## config.mk

```make
export PLATFORM = sky130hd
export DESIGN_NAME = pib_fifo
export DESIGN_NICKNAME = d
export VERILOG_FILES = /design/src/rtl/pib_pkg.sv /design/src/rtl/pib_fifo.sv
export SDC_FILE = /design/constraint.sdc
export NUM_CORES = 1
export LEC_CHECK = 0
export BUFFER_PORTS_ARGS = -buffer_cell sky130_fd_sc_hd__buf_2
export CAP_MARGIN = 20
export CELL_PAD_IN_SITES_DETAIL_PLACEMENT = 1
export CELL_PAD_IN_SITES_GLOBAL_PLACEMENT = 1
export CORE_MARGIN = 4
export CORE_UTILIZATION = 23
export CTS_BUF_LIST = sky130_fd_sc_hd__clkbuf_16
export CTS_CLUSTER_DIAMETER = 60
export CTS_CLUSTER_SIZE = 14
export DETAILED_ROUTE_END_ITERATION = 7
export GPL_TIMING_DRIVEN = 0
export PLACE_DENSITY_LB_ADDON = 0.2
export SYNTH_ARGS = -nofsm -noshare
export SYNTH_HDL_FRONTEND = slang
export SYNTH_SLANG_ARGS = --single-unit
```

## constraint.sdc

```tcl
create_clock -name clk -period 3.4 [get_ports clk]
set_clock_uncertainty 0.05 [all_clocks]
set_input_delay 0.68 -clock clk [delete_from_list [all_inputs] [get_ports clk]]
set_output_delay 0.68 -clock clk [all_outputs]
set_load 0.005 [all_outputs]
```

## src/rtl/pib_pkg.sv

```systemverilog
// ----------------------------------------------------------------------------
// Particle integrate-and-bin: shared definitions
// Widths, register indexes, reset values and the item types that pass between
// the front end, the queue and the histogram back end.
// ----------------------------------------------------------------------------
`default_nettype none

package pib_pkg;

  localparam int AXES        = 3;
  localparam int DATA_W      = 24;   // Q16.8 position and velocity
  localparam int EXT_W       = 23;   // half extent registers
  localparam int SCALE_W     = 24;   // Q0.24 cell scale registers
  localparam int CFG_IDX_W   = 3;
  localparam int CELL_IDX_W  = 12;
  localparam int COUNT_W     = 16;
  localparam int NUM_ENTRIES = 4096;
  localparam int EPOCH_W     = 8;
  localparam int QUEUE_DEPTH = 4;

  // Velocity damping: 230/256 with round-half-up.
  localparam int DAMP_NUM   = 230;
  localparam int DAMP_ROUND = 128;
  localparam int DAMP_SHIFT = 8;

  localparam logic [CFG_IDX_W-1:0] REG_HALF_WIDTH   = 3'd0;
  localparam logic [CFG_IDX_W-1:0] REG_HALF_HEIGHT  = 3'd1;
  localparam logic [CFG_IDX_W-1:0] REG_HALF_DEPTH   = 3'd2;
  localparam logic [CFG_IDX_W-1:0] REG_CELL_SCALE_X = 3'd3;
  localparam logic [CFG_IDX_W-1:0] REG_CELL_SCALE_Y = 3'd4;
  localparam logic [CFG_IDX_W-1:0] REG_CELL_SCALE_Z = 3'd5;

  localparam logic [EXT_W-1:0]   HALF_RESET  = 23'd32768;
  localparam logic [SCALE_W-1:0] SCALE_RESET = 24'd4096;

  typedef logic signed [DATA_W-1:0] pib_fix_t;

  typedef struct packed {
    logic                    clear;
    pib_fix_t [AXES-1:0]     pos;
    pib_fix_t [AXES-1:0]     vel;
    logic [CELL_IDX_W-1:0]   idx;
  } pib_item_t;

  typedef struct packed {
    logic [EPOCH_W-1:0] tag;
    logic [COUNT_W-1:0] count;
  } pib_entry_t;

endpackage

`default_nettype wire

```

## src/rtl/pib_fifo.sv

```systemverilog
// ----------------------------------------------------------------------------
// Particle integrate-and-bin: item queue
// Short register queue that decouples the front end from the back end.
// ----------------------------------------------------------------------------
`default_nettype none

module pib_fifo import pib_pkg::*; (
  input  logic      clk,
  input  logic      rst,
  input  logic      push,
  input  pib_item_t push_item,
  output logic      push_ready,
  input  logic      pop,
  output logic      pop_valid,
  output pib_item_t pop_item
);

  localparam int PTR_W = $clog2(QUEUE_DEPTH);
  localparam int CNT_W = $clog2(QUEUE_DEPTH + 1);

  pib_item_t        slots [QUEUE_DEPTH];
  logic [PTR_W-1:0] wr_ptr;
  logic [PTR_W-1:0] rd_ptr;
  logic [CNT_W-1:0] count;
  logic             do_push;
  logic             do_pop;

  assign push_ready = count != CNT_W'(QUEUE_DEPTH);
  assign pop_valid  = count != '0;
  assign pop_item   = slots[rd_ptr];
  assign do_push    = push && push_ready;
  assign do_pop     = pop && pop_valid;

  always_ff @(posedge clk) begin
    if (rst) begin
      wr_ptr <= '0;
      rd_ptr <= '0;
      count  <= '0;
    end else begin
      if (do_push) begin
        wr_ptr <= (wr_ptr == PTR_W'(QUEUE_DEPTH - 1)) ? '0 : wr_ptr + 1'b1;
      end
      if (do_pop) begin
        rd_ptr <= (rd_ptr == PTR_W'(QUEUE_DEPTH - 1)) ? '0 : rd_ptr + 1'b1;
      end
      if (do_push && !do_pop) begin
        count <= count + 1'b1;
      end else if (do_pop && !do_push) begin
        count <= count - 1'b1;
      end
    end
  end

  always_ff @(posedge clk) begin
    if (do_push) begin
      slots[wr_ptr] <= push_item;
    end
  end

endmodule

`default_nettype wire

```

==> results_dict.tcl, run 1 <==
set metrics [dict create \
    gp_congestion 0.652 \
    top_layer "met5" \
    min_path_type "in2reg" \
    tightest_slew_ps 815 \
    synth_most_common_cell "edfxtp_1" \
    via_count 10600 \
    fill_cells 10100 \
    yosysWarnings 0 \
    gr-total-overflow 0 \
    ys_ff_latch 637 \
    coreArea_mm2 0.100 \
    maxCapViolations 0 \
    synth_top_area_cell "edfxtp_1" \
    finalSetupViolCount 0 \
    initial_core_util_pct 23.1 \
    design_area_mm2 0.0292 \
    power_density_mw_per_mm2 740 \
    cts_made_buffers 72 \
    synth.area.top_cells "edfxtp_1 81%, mux4_2 15%, dfxtp_1 0.78%" \
    r2r-start "count[0]" \
    min_from "push_item[5]" \
    viasPerCell 4.03 \
    critPathArrivalTime_ps 2370 \
    die_h_um 325 \
    antenna_found_initial 17 \
    die_x_um 325 \
    ys.flop_type "edfxtp_1" \
    wl_met2_um 28600 \
    startpoint_type "register" \
    syn_nets 1036 \
    worstPathMaxFanout 10 \
    m1WireLength_um 23000 \
    area_delta_synth_final_pct 26.1 \
    avgSynthCellArea_um2 26.7 \
    p_leak_nw 9.58 \
    drt_first_pass_iters 4 \
    syn_area_mm2 0.0231 \
    ant_nets 0 \
    cts_tree "yes" \
    fmax_mhz 323 \
    yosysTopAreaCellShare_pct 81.5 \
    critPathKind "reg2out" \
    track_usage_pct 10.8 \
    clk_latency_ps 600 \
    post-route-period-util_pct 91.2 \
    final_nets 1444 \
    hold_viol 0 \
    ir_worst_vdd_v 0.000334 \
    rows 116 \
    post_cts_resized 2 \
    clk_pin_slew_ps 70 \
    cp.required_ps 2670 \
    synth_cell_types 28 \
    synth_edf_count 628 \
    drc 0 \
    ys_async_sr_fraction_pct 0 \
    rsz0062_at_grt "no" \
    grt_max_degree 48 \
    end_kind "output pin" \
    maxSlewHeadroom_pct 45.7 \
    max_stage_delay_ps 400 \
    dp_cells 2500 \
    crit_top_cell "buf_2" \
    wl_met3_um 4300 \
    clock_path_buffers 3 \
    drt_iter0_markers 648 \
    postCtsHoldBufs 0 \
    seq_area_frac_synth_pct 82.2 \
    clkSinkCount 637 \
    period_needed_ps 3100 \
    syn_inst 868 \
    cts_setup_buffers 0 \
    drive_gt1_share_pct 48.8 \
    status "complete, no violations" \
    worstPathCellList "clkbuf_2, buf_8, buf_2, mux4_2, buf_2" \
    io_buffer_count 318 \
    synthTopCellsByCount "628 x edfxtp_1, 157 x mux4_2, 15 x buf_2, 15 x buf_6, 9 x dfxtp_1" \
    grt_pass1_vias 11700 \
    cpMaxStageDelayCell "dfxtp_1" \
    dieArea_mm2 0.106 \
    place_area_mm2 0.0268 \
    post_drt_wl_per_cell_um 21.9 \
    htree_levels 3 \
    cts_root_buffer "clkbuf_16" \
    drv_slew 0 \
    wl_um 57400 \
    hpwl_um 38000 \
    grt_first_pass_wirelength_um 83000 \
    io_pins 320 \
    layoutNonFillerInstCount 2626 \
]
kinds of logic (layout without fill, tap and decap cells):
family	after synthesis	count (layout)	synth area share (%)
flops	637	637	82.2
mux	160	160	15.4
buf+inv	40	492	1.25
simple gates	17	17	0.459
fa+ha+maj	7	7	0.411
compound gates	5	5	0.151
xor+xnor	2	2	0.0757
other cells	0	8	0
placed cells by master, fill, tap and decap left out, types with 2 or more instances in the layout:
cell type / netlist / routed
edfxtp_1: 628 / 628
buf_2: 15 / 332
mux4_2: 157 / 157
clkbuf_16: 0 / 73
buf_6: 15 / 15
buf_16: 0 / 15
clkinv_4: 0 / 11
dfxtp_1: 9 / 9
diode_2: 0 / 8
bufinv_16: 0 / 8
inv_8: 0 / 7
ha_1: 6 / 6
inv_1: 3 / 5
clkinv_1: 0 / 5
clkinvlp_4: 0 / 5
and3_4: 0 / 4
inv_6: 0 / 4
buf_4: 2 / 3
nor2_1: 3 / 3
mux2i_1: 3 / 3
clkinv_2: 0 / 3
clkbuf_2: 1 / 2
buf_1: 2 / 2
or3_2: 2 / 2
xor2_1: 2 / 2
a21oi_1: 2 / 2
nand2b_1: 2 / 2
worst max-delay path, delay by kind of cell (launching register included):
family	cells	cell delay, ps
mux	1	390
flops	1	400
buf+inv	4	960
layout make-up:
type / count / area, µm² / area share [%]
Buffer: 37 / 283 / 0.969
Antenna cell: 8 / 20.0 / 0.0686
Clock buffer: 73 / 1830 / 6.26
Inverter: 3 / 11.3 / 0.0386
Clock inverter: 45 / 529 / 1.81
Sequential cell: 637 / 19000 / 65.2
Multi-Input combinational cell: 191 / 3830 / 13.1
Timing Repair Buffer: 334 / 2020 / 6.92
Tap cell: 1298 / 1620 / 5.56
power breakdown:
group | internal (mW) | total, mW | leakage (nW) | switching [mW]
clock network | 4.58 | 7.80 | 1.15 | 3.22
logic | 1.97 | 4.15 | 2.60 | 2.18
registers | 9.50 | 9.66 | 5.83 | 0.164
total | 16.0 | 21.6 | 9.58 | 5.56
through the flow:
stage	TNS (ps)	setup slack (ps)	hold WS, ps	utilization (%)	power [mW]
after floorplan	0	281	413	-	12.1
after global placement	-1248610	-2090	444	26.4	14.1
after detailed placement	0	413	446	26.8	14.2
after CTS	0	91.1	150	29.2	22.2
after global routing	0	76.9	163	29.2	22.8
final	0	300	232	29.2	21.6
flip-flops by register name, indices dropped and copies added (netlist names), named ones only:
| signal | count |
|---|---|
| count | 3 |
| rd_ptr | 2 |
| slots | 628 |
| wr_ptr | 2 |
per-layer routing:
layer / vias to the layer above / GRT usage, %
li1: 4614 / -
met2: 259 / 18.0
met5: - / 0
met1: 5605 / 12.9
met3: 91 / 4.19
met4: 14 / 3.05
final timing paths:
check / slack (ps) / depth (start not counted) / endpoint
max reg2reg: 780 / 5 / slots[3][28]
max: 300 / 5 / pop_item[67]
min: 230 / 1 / slots[2][5]
min reg2reg: 440 / 2 / register
(Power assumes the default switching activity.)
==> inputs of run 2 (changes only) <==
Settings changed: BUFFER_PORTS_ARGS -buffer_cell sky130_fd_sc_hd__buf_2 to -buffer_cell sky130_fd_sc_hd__buf_4.
==> results_dict.tcl, run 2 (synthesized netlist as in run 1, its figures left out) <==
set metrics [dict create \
    cp.required_ps 2670 \
    clkSinkCount 637 \
    wl_um 58100 \
    fill_cells 10000 \
    io_pins 320 \
    post_cts_resized 2 \
    mostFrequentLayoutCell "edfxtp_1" \
    r2r-end "slots[2][125]" \
    ir_worst_vdd_v 0.000519 \
    p_leak_nw 9.86 \
    cts_tree "yes" \
    whs_path_depth 1 \
    viasPerCell 4.00 \
    drt_first_pass_iters 4 \
    period_needed_ps 3180 \
    hpwl_um 38000 \
    ant_nets 0 \
    grt_first_pass_wirelength_um 83900 \
    post_drt_wl_per_cell_um 22.1 \
    final_nets 1444 \
    p_seq_share_pct 44.2 \
    cts_setup_buffers 0 \
    drive_gt1_share_pct 48.7 \
    critPathArrivalTime_ps 2450 \
    grt_busiest_layer "met2" \
    p_comb_share_pct 21.1 \
    worst-path-buf-inv 4 \
    p_switching_mw 5.72 \
    coreArea_mm2 0.100 \
    clk_latency_ps 610 \
    status "complete, no violations" \
    htree_levels 3 \
    crit_family "buffers and inverters" \
    regArea_mm2 0.0190 \
    dieArea_mm2 0.106 \
    grt_util_met2_pct 18.0 \
    worstPathMaxFanout 10 \
    drv_slew 0 \
    clk_pin_slew_ps 70 \
    pwr-share-clk_pct 34.7 \
    final_cell_mix "628 x edfxtp_1, 321 x buf_4, 157 x mux4_2" \
    tightest_slew_ps 889 \
    die_x_um 325 \
    gp_congestion 0.650 \
    p_int_mw 16.2 \
    fin_tns_setup_ps 0 \
    cts_root_buffer "clkbuf_16" \
    area_delta_synth_final_pct 29.2 \
    power_density_mw_per_mm2 732 \
    met1_usage_pct 13.2 \
    hold_end "slots[1][55]" \
    min_from "push_item[55]" \
    startpoint_type "register" \
    grt_max_degree 49 \
    critPathKind "reg2out" \
    io_buffer_count 318 \
    grt_pass1_vias 11900 \
    largest-register "slots" \
    largest_register_ffs 628 \
    clock_path_buffers 3 \
    maxSlewHeadroom_pct 40.7 \
    ff2ff_setup_slack_ps 850 \
    grt_use_met3_pct 4.24 \
    track_usage_pct 10.9 \
    design_area_mm2 0.0299 \
    r2r-start "count[0]" \
    cts_made_buffers 73 \
    crit_top_cell "buf_6" \
    multiInputGateArea_mm2 0.00383 \
    die_h_um 325 \
    worstRegToRegCells 5 \
    max_stage_delay_ps 660 \
    maxCapViolations 0 \
    cpMaxStageDelayCell "mux4_2" \
    rsz0062_at_grt "no" \
    antenna_found_initial 11 \
    gr-total-overflow 0 \
    initial_core_util_pct 23.1 \
    post-route-period-util_pct 93.5 \
    power.total_mw 21.9 \
    postCtsHoldBufs 0 \
    place_area_mm2 0.0276 \
    end_kind "output pin" \
    finalSetupViolCount 0 \
    worstPathCellList "buf_2, buf_6, buf_6, mux4_2, buf_4" \
    rows 116 \
    fmax_mhz 315 \
    min_path_type "in2reg" \
    largestRegisters "slots: 628 flops, count: 3 flops" \
    drt_iter0_markers 584 \
    drc 0 \
    swShare_pct 26.1 \
    via_count 10500 \
    hold_viol 0 \
]
## run 2: power by group through the flow
stage                     Clock, mW  Combinational, mW  Sequential [mW]
after global routing           8.25               5.05             9.72
after CTS                      7.95               4.87             9.67
after detailed placement          0               4.86             9.84
after global placement            0               4.64             9.96
after floorplan                   0               2.27             9.84
final                          7.59               4.63             9.66
## run 2: how the worst max path moves through the flow
stage | start | to | cells after the start
4_1_cts | register | pop_item[95] | 5
6_report | register | pop_item[95] | 5
2_1_floorplan | count[0] | slots[0][0] | 3
5_1_grt | register | pop_item[95] | 5
3_5_place_dp | register | pop_item[95] | 5
3_3_place_gp | push | slots[2][127] | 2
## run 2: metal layers
layer,vias up,share of wire (%)
met2,240,50
met4,12,2.5
met1,5566,40
met3,99,7.3
met5,-,0.16
li1,4601,-
## run 2: cell type report
type	instances	share of cell area, %
multi-input combinational	191	12.8
clock buffer	75	6.28
sequential	637	63.7
buffer	37	0.946
antenna	4	0.0335
inverter	3	0.0377
timing repair buffer	333	9.32
tap	1298	5.43
clock inverter	52	1.47
## run 2: metrics by stage
stage          std cells  util (%)  hold WS, ps  worst slack, ps
6_report            2630      29.9          210              222
5_1_grt             2626      29.9          138             54.7
4_1_cts             2626      29.9          122             86.2
3_5_place_dp        2499      27.6          457              424
3_3_place_gp        2484      27.2          438            -2050
2_1_floorplan        868         -          413              281
==> inputs of run 3 (changes only) <==
Settings changed: BUFFER_PORTS_ARGS -buffer_cell sky130_fd_sc_hd__buf_4 to unset, CORE_UTILIZATION 23 to 55, DONT_BUFFER_PORTS set to 1.
==> results_dict.tcl, run 3 (synthesized netlist as in run 1, its figures left out) <==
set metrics [dict create \
    gp_congestion 0.743 \
    grt_max_degree 62 \
    r2r-start "count[0]" \
    dp_cells 1411 \
    min_path_type "in2reg" \
    place_area_mm2 0.0241 \
    worstPathMaxFanout 10 \
    end_kind "output pin" \
    fin_tns_setup_ps 0 \
    cts_setup_buffers 0 \
    final_cell_mix "628 x edfxtp_1, 157 x mux4_2, 53 x clkbuf_16" \
    rsz0062_at_grt "no" \
    r2r-end "count[2]" \
    cts_root_buffer "clkbuf_16" \
    tightest_slew_ps 739 \
    cp.required_ps 2670 \
    drt_iter0_markers 669 \
    drive_gt1_share_pct 28.3 \
    drv_slew 0 \
    maxSlewHeadroom_pct 50.3 \
    hold_slack_ps 129 \
    hpwl_um 30500 \
    drt_first_pass_iters 5 \
    largest_register_ffs 628 \
    ant_nets 0 \
    mostFrequentLayoutCell "edfxtp_1" \
    io_pins 320 \
    hold_end "slots[3][156]" \
    largestRegisters "slots: 628 flops, count: 3 flops" \
    worstRegToRegCells 7 \
    maxCapViolations 0 \
    die_x_um 213 \
    ir_worst_vdd_v 0.000554 \
    largest-register "slots" \
    finalSetupViolCount 0 \
    clkSinkCount 637 \
    grt_pass1_vias 10200 \
    ff2ff_setup_slack_ps 700 \
    area_delta_synth_final_pct 10.2 \
    clock_path_buffers 3 \
    status "complete, no violations" \
    dieArea_mm2 0.0454 \
    clk_pin_slew_ps 70 \
    antenna_found_initial 0 \
    postCtsHoldBufs 0 \
    gr-total-overflow 0 \
    cts_tree "yes" \
    grt_first_pass_wirelength_um 67000 \
    final_nets 1101 \
    track_usage_pct 20.1 \
    initial_core_util_pct 56.2 \
    period_needed_ps 2960 \
    setup_ws_ps 436 \
    post-route-period-util_pct 87.2 \
    utilization_pct 61.9 \
    post_cts_resized 1 \
    htree_levels 2 \
    design_area_mm2 0.0255 \
    power.total_mw 18.0 \
    min_from "push_item[156]" \
    wl_um 45300 \
    startpoint_type "register" \
    whs_path_depth 0 \
    pre_cts_ws_ps 614 \
    rows 74 \
    layoutNonFillerInstCount 1480 \
    post_drt_wl_per_cell_um 30.6 \
    viasPerCell 6.20 \
    power_density_mw_per_mm2 707 \
    cts_made_buffers 52 \
    critPathArrivalTime_ps 2230 \
    critPathKind "reg2out" \
    fmax_mhz 337 \
    via_count 9169 \
    drc 0 \
    p_leak_nw 7.84 \
    hold_viol 0 \
    coreArea_mm2 0.0412 \
    io_buffer_count 0 \
    clk_latency_ps 580 \
    die_h_um 213 \
]
## run 3: cell types whose count changed in the layout (fill, tap and decap cells not counted), sizes merged
cell      change
clkinvlp      -2
diode         -3
inv          -13
buf         -322
bufinv        -2
clkinv       -20
clkbuf       -22
## run 3: how the worst max path moves through the flow
stage | endpoint | slack, ps | depth (start not counted) | startpoint
floorplan | slots[0][0] | 280 | 3 | count[0]
global placement | slots[3][61] | -930 | 3 | count[0]
detailed placement | pop_item[75] | 610 | 3 | register
CTS | pop_item[75] | 350 | 3 | register
global route | pop_item[75] | 320 | 3 | register
finish | pop_item[45] | 440 | 3 | register
## run 3: area by class of cell
class | instances | area, µm²
plain buffers | 37 | 280
diodes | 1 | 2.50
repair buffers | 11 | 280
well taps | 532 | 666
inverters | 3 | 11.3
clock buffers | 53 | 1330
flip-flops and latches | 637 | 19000
clock inverters | 15 | 81.3
fillers | 3111 | 15700
multi-input cells | 191 | 3830
## run 3: metal layers
| layer | GRT usage [%] | share of wire [%] | routed length, µm | vias to the layer above |
|---|---|---|---|---|
| met2 | 33.4 | 51 | 23100 | 327 |
| li1 | - | - | - | 3862 |
| met3 | 8.73 | 11 | 5100 | 52 |
| met1 | 24.9 | 36 | 16400 | 4928 |
| met4 | 4.83 | 1.7 | 793 | 0 |
| met5 | 0 | 0 | 0 | - |
## run 3: power breakdown
group | leakage, nW | switching [mW] | total (mW) | internal (mW)
clock network | 0.724 | 2.43 | 5.20 | 2.77
registers | 5.83 | 0.199 | 9.71 | 9.51
logic | 1.28 | 1.73 | 3.13 | 1.40
## run 3: worst max-delay path, stage by stage (launching register included)
cell,delay (ps)
dfxtp_1,430
clkbuf_2,430
buf_2,370
mux4_2,430
